==> src/hw/rtl/es2cd_pkg.sv <==
`timescale 1ns / 1ps

package es2cd_pkg;

   localparam int unsigned EPOCH_W = 32;
   localparam int unsigned CSR_IDX_W = 2;

   // Register indexes on the configuration channel.
   localparam logic [CSR_IDX_W-1:0] CSR_EPOCH_BASE = 2'd0;
   localparam logic [CSR_IDX_W-1:0] CSR_ZONE_HOURS = 2'd1;

   localparam logic [EPOCH_W-1:0] EPOCH_BASE_RESET = 32'd946684800;
   localparam logic [EPOCH_W-1:0] SECS_PER_HOUR = 32'd3600;
   // Zone reset is +8 hours, kept here as seconds.
   localparam logic [EPOCH_W-1:0] ZONE_OFFSET_RESET = 32'd28800;

   localparam int unsigned PIPE_STAGES = 11;

   // Reciprocals for the constant divides. Each is exact over the value range it sees:
   // x / 60 = (x * RECIP_60) >> 37 for any 32-bit x, x / 24 = (x * RECIP_24) >> 36,
   // and x / 1461 = (x * RECIP_1461) >> 26 for any 16-bit x.
   localparam logic [31:0] RECIP_60 = 32'h8888_8889;
   localparam logic [31:0] RECIP_24 = 32'hAAAA_AAAB;
   localparam logic [15:0] RECIP_1461 = 16'd45934;
   localparam logic [15:0] DAYS_PER_BLOCK = 16'd1461;

   // First day of each month, counted from the start of a four-year block.
   localparam logic [10:0] BLOCK_DAYS [4][12] = '{
      '{11'd0,    11'd31,   11'd60,   11'd91,   11'd121,  11'd152,
        11'd182,  11'd213,  11'd244,  11'd274,  11'd305,  11'd335},
      '{11'd366,  11'd397,  11'd425,  11'd456,  11'd486,  11'd517,
        11'd547,  11'd578,  11'd609,  11'd639,  11'd670,  11'd700},
      '{11'd731,  11'd762,  11'd790,  11'd821,  11'd851,  11'd882,
        11'd912,  11'd943,  11'd974,  11'd1004, 11'd1035, 11'd1065},
      '{11'd1096, 11'd1127, 11'd1155, 11'd1186, 11'd1216, 11'd1247,
        11'd1277, 11'd1308, 11'd1339, 11'd1369, 11'd1400, 11'd1430}
   };

   typedef struct packed {
      logic [EPOCH_W-1:0] epoch_base;
      logic [EPOCH_W-1:0] zone_offset;
   } cfg_type;

   typedef struct packed {
      logic [7:0] year_since_2000;
      logic [3:0] month_number;
      logic [4:0] day_of_month;
      logic [4:0] hour_of_day;
      logic [5:0] minute_of_hour;
      logic [5:0] second_of_minute;
   } date_type;

endpackage

==> src/hw/rtl/es2cd_if.sv <==
`timescale 1ns / 1ps

interface es2cd_req_if;
   logic        valid;
   logic        ready;
   logic [31:0] epoch_seconds;

   modport source (output valid, output epoch_seconds, input ready);
   modport sink (input valid, input epoch_seconds, output ready);
endinterface

interface es2cd_rsp_if;
   logic       valid;
   logic       ready;
   logic [7:0] year_since_2000;
   logic [3:0] month_number;
   logic [4:0] day_of_month;
   logic [4:0] hour_of_day;
   logic [5:0] minute_of_hour;
   logic [5:0] second_of_minute;

   modport source (output valid, output year_since_2000, output month_number,
                   output day_of_month, output hour_of_day, output minute_of_hour,
                   output second_of_minute, input ready);
   modport sink (input valid, input year_since_2000, input month_number,
                 input day_of_month, input hour_of_day, input minute_of_hour,
                 input second_of_minute, output ready);
endinterface

interface es2cd_csr_if;
   logic        valid;
   logic        ready;
   logic [1:0]  index;
   logic [31:0] data;

   modport source (output valid, output index, output data, input ready);
   modport sink (input valid, input index, input data, output ready);
endinterface

==> src/hw/rtl/epoch_seconds_to_calendar_date_top.sv <==
`timescale 1ns / 1ps

// Throughput: one beat per cycle while the response side takes beats; a stall at
// the output freezes the pipe of constant-reciprocal multiplies and the month table
// lookup, which holds up to 11 conversions in flight.
// Reset clears all valid bits and loads the epoch base and the +8 hour zone.
// Configuration writes are taken every cycle and apply to later request beats.
module epoch_seconds_to_calendar_date_top (
   input  logic         clock,
   input  logic         reset,
   es2cd_req_if.sink    req_chan,
   es2cd_rsp_if.source  rsp_chan,
   es2cd_csr_if.sink    csr_chan
);

   logic [31:0] base_ff, base_in;
   // The zone is kept as a signed seconds offset, worked out when written.
   logic [31:0] offset_ff, offset_in;
   logic [31:0] zone_ext;
   logic        advance;
   logic        pipe_valid;
   es2cd_pkg::cfg_type  cfg;
   es2cd_pkg::date_type pipe_date;

   always_comb begin
      zone_ext = {{27{csr_chan.data[4]}}, csr_chan.data[4:0]};
      base_in = base_ff;
      offset_in = offset_ff;
      if (csr_chan.valid) begin
         case (csr_chan.index)
            es2cd_pkg::CSR_EPOCH_BASE: base_in = csr_chan.data;
            es2cd_pkg::CSR_ZONE_HOURS: offset_in = zone_ext * es2cd_pkg::SECS_PER_HOUR;
            default: ;
         endcase
      end
   end

   always_ff @(posedge clock) begin
      if (reset) begin
         base_ff <= es2cd_pkg::EPOCH_BASE_RESET;
         offset_ff <= es2cd_pkg::ZONE_OFFSET_RESET;
      end else begin
         base_ff <= base_in;
         offset_ff <= offset_in;
      end
   end

   assign csr_chan.ready = 1'b1;
   assign cfg.epoch_base = base_ff;
   assign cfg.zone_offset = offset_ff;

   // The last stage is the output register; the pipe moves when it is free.
   assign advance = !pipe_valid || rsp_chan.ready;
   assign req_chan.ready = advance;

   es2cd_pipe u_pipe (
      .clock     (clock),
      .reset     (reset),
      .advance   (advance),
      .in_valid  (req_chan.valid),
      .in_epoch  (req_chan.epoch_seconds),
      .cfg       (cfg),
      .out_valid (pipe_valid),
      .out_date  (pipe_date)
   );

   assign rsp_chan.valid = pipe_valid;
   assign rsp_chan.year_since_2000 = pipe_date.year_since_2000;
   assign rsp_chan.month_number = pipe_date.month_number;
   assign rsp_chan.day_of_month = pipe_date.day_of_month;
   assign rsp_chan.hour_of_day = pipe_date.hour_of_day;
   assign rsp_chan.minute_of_hour = pipe_date.minute_of_hour;
   assign rsp_chan.second_of_minute = pipe_date.second_of_minute;

endmodule

==> src/hw/rtl/es2cd_pipe.sv <==
`timescale 1ns / 1ps

module es2cd_pipe (
   input  logic                   clock,
   input  logic                   reset,
   input  logic                   advance,
   input  logic                   in_valid,
   input  logic [31:0]            in_epoch,
   input  es2cd_pkg::cfg_type     cfg,
   output logic                   out_valid,
   output es2cd_pkg::date_type    out_date
);

   typedef struct packed {
      logic [4:0] hr;
      logic [5:0] min;
      logic [5:0] sec;
   } tod_type;

   logic [es2cd_pkg::PIPE_STAGES-1:0] vld_ff;

   // Stage 1: rebase and apply the zone, modulo 2^32.
   logic [31:0] e1_in, e1_ff;
   // Stage 2: multiply for the divide by 60.
   logic [31:0] e2_ff;
   logic [63:0] p2_in, p2_ff;
   // Stage 3: minutes total and seconds.
   logic [26:0] q3_in, q3_ff;
   logic [31:0] s3_full;
   logic [5:0]  sec3_in, sec3_ff;
   // Stage 4: multiply for the second divide by 60.
   logic [26:0] q4_ff;
   logic [57:0] p4_in, p4_ff;
   logic [5:0]  sec4_ff;
   // Stage 5: hours total and minutes.
   logic [20:0] q5_in, q5_ff;
   logic [26:0] m5_full;
   logic [5:0]  min5_in, min5_ff, sec5_ff;
   // Stage 6: multiply for the divide by 24.
   logic [20:0] q6_ff;
   logic [51:0] p6_in, p6_ff;
   logic [5:0]  min6_ff, sec6_ff;
   // Stage 7: day count and hour.
   logic [15:0] d7_in, d7_ff;
   logic [20:0] h7_full;
   tod_type     tod7_in, tod7_ff;
   // Stage 8: multiply for the divide by 1461.
   logic [15:0] d8_ff;
   logic [31:0] p8_in, p8_ff;
   tod_type     tod8_ff;
   // Stage 9: four-year block and day within it.
   logic [5:0]  blk9_in, blk9_ff;
   logic [15:0] r9_full;
   logic [10:0] rem9_in, rem9_ff;
   tod_type     tod9_ff;
   // Stage 10: year within the block.
   logic [5:0]  blk10_ff;
   logic [10:0] rem10_ff;
   logic [1:0]  yr10_in, yr10_ff;
   tod_type     tod10_ff;
   // Stage 11: month and day, output register.
   logic [3:0]  mo11;
   logic [10:0] dd11;
   es2cd_pkg::date_type out11_in, out11_ff;

   always_comb begin
      e1_in = in_epoch - cfg.epoch_base + cfg.zone_offset;

      p2_in = 64'(e1_ff) * 64'(es2cd_pkg::RECIP_60);

      q3_in = p2_ff[63:37];
      s3_full = e2_ff - 32'(q3_in) * 32'd60;
      sec3_in = s3_full[5:0];

      p4_in = 58'(q3_ff) * 58'(es2cd_pkg::RECIP_60);

      q5_in = p4_ff[57:37];
      m5_full = q4_ff - 27'(q5_in) * 27'd60;
      min5_in = m5_full[5:0];

      p6_in = 52'(q5_ff) * 52'(es2cd_pkg::RECIP_24);

      d7_in = p6_ff[51:36];
      h7_full = q6_ff - 21'(d7_in) * 21'd24;
      tod7_in.hr = h7_full[4:0];
      tod7_in.min = min6_ff;
      tod7_in.sec = sec6_ff;

      p8_in = 32'(d7_ff) * 32'(es2cd_pkg::RECIP_1461);

      blk9_in = p8_ff[31:26];
      r9_full = d8_ff - 16'(blk9_in) * es2cd_pkg::DAYS_PER_BLOCK;
      rem9_in = r9_full[10:0];

      if (rem9_ff >= es2cd_pkg::BLOCK_DAYS[3][0]) begin
         yr10_in = 2'd3;
      end else if (rem9_ff >= es2cd_pkg::BLOCK_DAYS[2][0]) begin
         yr10_in = 2'd2;
      end else if (rem9_ff >= es2cd_pkg::BLOCK_DAYS[1][0]) begin
         yr10_in = 2'd1;
      end else begin
         yr10_in = 2'd0;
      end

      // The month starts rise across the row, so the last one passed wins.
      mo11 = 4'd0;
      for (int m = 1; m < 12; m++) begin
         if (rem10_ff >= es2cd_pkg::BLOCK_DAYS[yr10_ff][m]) begin
            mo11 = 4'(m);
         end
      end
      dd11 = rem10_ff - es2cd_pkg::BLOCK_DAYS[yr10_ff][mo11] + 11'd1;

      out11_in.year_since_2000 = {blk10_ff, yr10_ff};
      out11_in.month_number = mo11 + 4'd1;
      out11_in.day_of_month = dd11[4:0];
      out11_in.hour_of_day = tod10_ff.hr;
      out11_in.minute_of_hour = tod10_ff.min;
      out11_in.second_of_minute = tod10_ff.sec;
   end

   always_ff @(posedge clock) begin
      if (reset) begin
         vld_ff <= '0;
      end else if (advance) begin
         vld_ff <= {vld_ff[es2cd_pkg::PIPE_STAGES-2:0], in_valid};
      end
   end

   // The whole pipe moves together; a stall freezes every stage.
   always_ff @(posedge clock) begin
      if (advance) begin
         e1_ff <= e1_in;
         e2_ff <= e1_ff;
         p2_ff <= p2_in;
         q3_ff <= q3_in;
         sec3_ff <= sec3_in;
         q4_ff <= q3_ff;
         p4_ff <= p4_in;
         sec4_ff <= sec3_ff;
         q5_ff <= q5_in;
         min5_ff <= min5_in;
         sec5_ff <= sec4_ff;
         q6_ff <= q5_ff;
         p6_ff <= p6_in;
         min6_ff <= min5_ff;
         sec6_ff <= sec5_ff;
         d7_ff <= d7_in;
         tod7_ff <= tod7_in;
         d8_ff <= d7_ff;
         p8_ff <= p8_in;
         tod8_ff <= tod7_ff;
         blk9_ff <= blk9_in;
         rem9_ff <= rem9_in;
         tod9_ff <= tod8_ff;
         blk10_ff <= blk9_ff;
         rem10_ff <= rem9_ff;
         yr10_ff <= yr10_in;
         tod10_ff <= tod9_ff;
         out11_ff <= out11_in;
      end
   end

   assign out_valid = vld_ff[es2cd_pkg::PIPE_STAGES-1];
   assign out_date = out11_ff;

endmodule

==> src/flat_wrapper.sv <==
// flat-port wrapper written by rule: the top's interface ports become plain ports
module epoch_seconds_to_calendar_date_top_flat 
  (clock, reset, req_chan_valid, req_chan_epoch_seconds, req_chan_ready, rsp_chan_valid, rsp_chan_year_since_2000, rsp_chan_month_number, rsp_chan_day_of_month, rsp_chan_hour_of_day, rsp_chan_minute_of_hour, rsp_chan_second_of_minute, rsp_chan_ready, csr_chan_valid, csr_chan_index, csr_chan_data, csr_chan_ready);
  es2cd_req_if req_chan_i ();
  es2cd_rsp_if rsp_chan_i ();
  es2cd_csr_if csr_chan_i ();
  input  logic clock;
  input  logic reset;
  input wire logic [$bits(req_chan_i.valid)-1:0] req_chan_valid;
  input wire logic [$bits(req_chan_i.epoch_seconds)-1:0] req_chan_epoch_seconds;
  output wire logic [$bits(req_chan_i.ready)-1:0] req_chan_ready;
  output wire logic [$bits(rsp_chan_i.valid)-1:0] rsp_chan_valid;
  output wire logic [$bits(rsp_chan_i.year_since_2000)-1:0] rsp_chan_year_since_2000;
  output wire logic [$bits(rsp_chan_i.month_number)-1:0] rsp_chan_month_number;
  output wire logic [$bits(rsp_chan_i.day_of_month)-1:0] rsp_chan_day_of_month;
  output wire logic [$bits(rsp_chan_i.hour_of_day)-1:0] rsp_chan_hour_of_day;
  output wire logic [$bits(rsp_chan_i.minute_of_hour)-1:0] rsp_chan_minute_of_hour;
  output wire logic [$bits(rsp_chan_i.second_of_minute)-1:0] rsp_chan_second_of_minute;
  input wire logic [$bits(rsp_chan_i.ready)-1:0] rsp_chan_ready;
  input wire logic [$bits(csr_chan_i.valid)-1:0] csr_chan_valid;
  input wire logic [$bits(csr_chan_i.index)-1:0] csr_chan_index;
  input wire logic [$bits(csr_chan_i.data)-1:0] csr_chan_data;
  output wire logic [$bits(csr_chan_i.ready)-1:0] csr_chan_ready;
  assign req_chan_i.valid = req_chan_valid;
  assign req_chan_i.epoch_seconds = req_chan_epoch_seconds;
  assign req_chan_ready = req_chan_i.ready;
  assign rsp_chan_valid = rsp_chan_i.valid;
  assign rsp_chan_year_since_2000 = rsp_chan_i.year_since_2000;
  assign rsp_chan_month_number = rsp_chan_i.month_number;
  assign rsp_chan_day_of_month = rsp_chan_i.day_of_month;
  assign rsp_chan_hour_of_day = rsp_chan_i.hour_of_day;
  assign rsp_chan_minute_of_hour = rsp_chan_i.minute_of_hour;
  assign rsp_chan_second_of_minute = rsp_chan_i.second_of_minute;
  assign rsp_chan_i.ready = rsp_chan_ready;
  assign csr_chan_i.valid = csr_chan_valid;
  assign csr_chan_i.index = csr_chan_index;
  assign csr_chan_i.data = csr_chan_data;
  assign csr_chan_ready = csr_chan_i.ready;
  epoch_seconds_to_calendar_date_top u_core (.clock(clock), .reset(reset), .req_chan(req_chan_i), .rsp_chan(rsp_chan_i), .csr_chan(csr_chan_i));
endmodule
==> config.mk <==
export PLATFORM = sky130hd
export DESIGN_NAME = epoch_seconds_to_calendar_date_top_flat
export DESIGN_NICKNAME = d
export VERILOG_FILES = /design/src/hw/rtl/es2cd_pkg.sv /design/src/hw/rtl/es2cd_if.sv /design/src/hw/rtl/epoch_seconds_to_calendar_date_top.sv /design/src/hw/rtl/es2cd_pipe.sv /design/src/flat_wrapper.sv
export SDC_FILE = /design/constraint.sdc
export NUM_CORES = 2
export LEC_CHECK = 0
export BUFFER_PORTS_ARGS = -buffer_cell sky130_fd_sc_hd__buf_2
export CELL_PAD_IN_SITES_DETAIL_PLACEMENT = 0
export CELL_PAD_IN_SITES_GLOBAL_PLACEMENT = 2
export CORE_ASPECT_RATIO = 2
export CORE_MARGIN = 4
export CORE_UTILIZATION = 48
export DETAILED_ROUTE_END_ITERATION = 8
export PLACE_DENSITY = 0.95
export REMOVE_ABC_BUFFERS = 1
export SYNTH_ARGS = -nofsm -noshare
export SYNTH_HDL_FRONTEND = slang
export SYNTH_HIERARCHICAL = 1
export SYNTH_SLANG_ARGS = --single-unit
==> constraint.sdc <==
create_clock -name clock -period 27.9 [get_ports clock]
set_clock_uncertainty 0.05 [all_clocks]
set_input_delay 4.185 -clock clock [delete_from_list [all_inputs] [get_ports clock]]
set_output_delay 4.185 -clock clock [all_outputs]
set_load 0.005 [all_outputs]
==> metrics.txt <==
CP dominant cell by count buf_2; antenna viol nets, final 0; crit-path max FO 50; gr ovfl total 0; mapped cell area 46,100 um^2; CP delay by family, top simple AND/OR/NAND/NOR gates; f_max 107 MHz; Initial Utilization between 40% and 50%; layout cell share with drive strength beyond 1 5.15%; top-count cell post-synth inv_1; Top FF cell, synth edfxtp_1; overall routing resource usage 21.1%; Syn Area/Cell 11.3 um^2; Commonest cells post-synth inv_1, ha_1, fa_1, edfxtp_1, a21oi_1; Slowest Stage Delay on Critical Path between 500 and 600 ps; top cell type's share of synthesized area approximately 26%; core area 95,300 um^2; outcome complete, no violations; first-pass GRT wire length between 150,000 and 200,000 um; final WL 104,000 um; gp weighted congestion 0.949; CP endpoint kind primary output; RSZ-0062 raised after global routing no; Worst-Skew Late Latency 640 ps; Critical Path Start Type input pin; final hold viol count 0; Post-Route Setup TNS 0 ps; Required @ worst endpoint between 20,000 and 25,000 ps; number of gates resized after cts 0; endpoints failing setup 0; synth unique cells 83; Post-DP HPWL 88,800 um; Worst-Margin Slew 1060 ps; cts hold-fix bufs 0; drt initial violations around 1,000; kind of critical path input pin to primary output; vias per std cell 5.25; Synth area leader ha_1; 1st-pass router iterations 5; Yosys reg bits 439; Chip Height between 400 and 500 um; final layout net count 5,801; I/O pins 108; post-synthesis sequential area ratio 27.1%; H-tree depth 2; Die Footprint 101,000 um^2; CTS clk-pin slew, worst paths ~70 ps; ANT cells 0; Port Buffers around 110; synthesis-to-layout area growth 7.71%; CTS sink cnt 439; final worst path period share 33.5%; GR Util met1 17.6%; CTS tree built; initial antenna violation count 0; GR Util met3 1.91%; Synth warnings 6; Final min period 9340 ps; number of synthesized flops with an enable pin 368; Cells after Synth 4,094; Worst EP arrival just over 5000 ps; number of global-route vias before repair 32,000; vias 28,800; Root Driver clkbuf_16; max-slew violation count 0; Slowest-stage cell, CP nand2b_4; Clock Path Buffers 3; Setup Fix Bufs, Post-CTS 0; DRC viols 0; M2 GR Usage 44.1%; Die Wd 227 um; WL/cell 18.9 um; ys async rst share 0%; max-cap viol count 0; busiest grt layer met2; crit path cell chain buf_2 -> nand2b_4 -> buf_2; pin count of the biggest net entering global routing 86; WP buf/inv 2; Num CTS Buffers 45; Worst slew margin 29.3%; row count 160; ranking of synthesized cells by area ha_1, edfxtp_1, fa_1; hold crit path type flip-flop to flip-flop
==> registers in the layout, summed over array words and instances, names as in the netlist, 17 cells and up <==
signal                  flops
u_core/u_pipe/out11_in     17
u_core/u_pipe/tod7_ff      17
u_core/u_pipe/q5_ff        21
u_core/u_pipe/e1_ff        32
u_core/u_pipe/tod9_ff      17
u_core/u_pipe/q3_ff        27
u_core/u_pipe/p4_ff        21
u_core/offset_ff           28
u_core/base_ff             32
u_core/u_pipe/tod8_ff      17
u_core/u_pipe/out_date     34
u_core/u_pipe/p2_ff        27
==> cells in the final DEF (no fill, tap or decap), types with 26 or more instances in the layout <==
master,n
a21o_1,72
xor2_1,42
o21a_1,26
clkbuf_16,46
nand2_1,152
o21ai_0,58
dfxtp_1,71
nor3_1,32
edfxtp_1,368
ha_1,945
nor2_1,107
inv_1,1036
fa_1,551
nand3_1,37
buf_2,106
a21oi_1,154
xnor2_1,101
==> worst paths after layout <==
path	end	slack, ps	startpoint	depth (start not counted)
max	req_chan_ready	18560	rsp_chan_ready	3
min	u_core/u_pipe/out11_in[14]$_DFFE_PP_	360	u_core/u_pipe/tod9_ff[14]$_DFFE_PP_	0
max reg2reg	u_core/u_pipe/p2_ff[63]$_DFFE_PP_	19480	u_core/u_pipe/e1_ff[1]$_DFFE_PP_	27
min reg2reg	u_core/u_pipe/out11_in[14]$_DFFE_PP_	360	u_core/u_pipe/tod9_ff[14]$_DFFE_PP_	0
==> final cells by class <==
type,count,area (um^2)
clock inverter,29,284
fill,8674,45600
multi-input combinational,2589,29600
tap,1215,1520
clock buffer,55,1210
timing repair buffer,121,643
inverter,1038,3900
sequential,439,12500
==> metrics by stage <==
step	worst slack [ps]	hold WS, ps	area, um^2	utilization (%)	instances
5_1_grt	18450	364	49600	52.1	5486
3_3_place_gp	18540	350	48200	50.5	5402
3_5_place_dp	18520	355	48200	50.5	5402
6_report	18560	356	49600	52.1	5486
2_1_floorplan	10290	350	46000	-	4066
4_1_cts	18520	360	49600	52.1	5486
==> metal layers <==
metal | vias up | share of wire (%)
li1 | 13700 | -
met1 | 14200 | 29
met2 | 551 | 59
met3 | 357 | 2.2
met4 | 0 | 9.1
met5 | - | 0
==> logic make-up (layout without fill, tap and decap cells) <==
logic type                 count (synthesis)  count (layout)  share of synthesized area, %
adders and majority gates               1496            1496                          49.6
buffers and inverters                   1069            1243                          8.72
AOI/OAI and AO/OA                        471             471                          6.78
and+or+nand+nor                          457             457                          4.75
DFF                                      439             439                          27.1
xor gates and xnor gates                 143             143                          2.72
muxes                                     17              17                         0.369
other                                      2               5                        0.0163
Power is not shown: default switching activity piles up to over one toggle a cycle in this logic, so the estimate is an artifact.
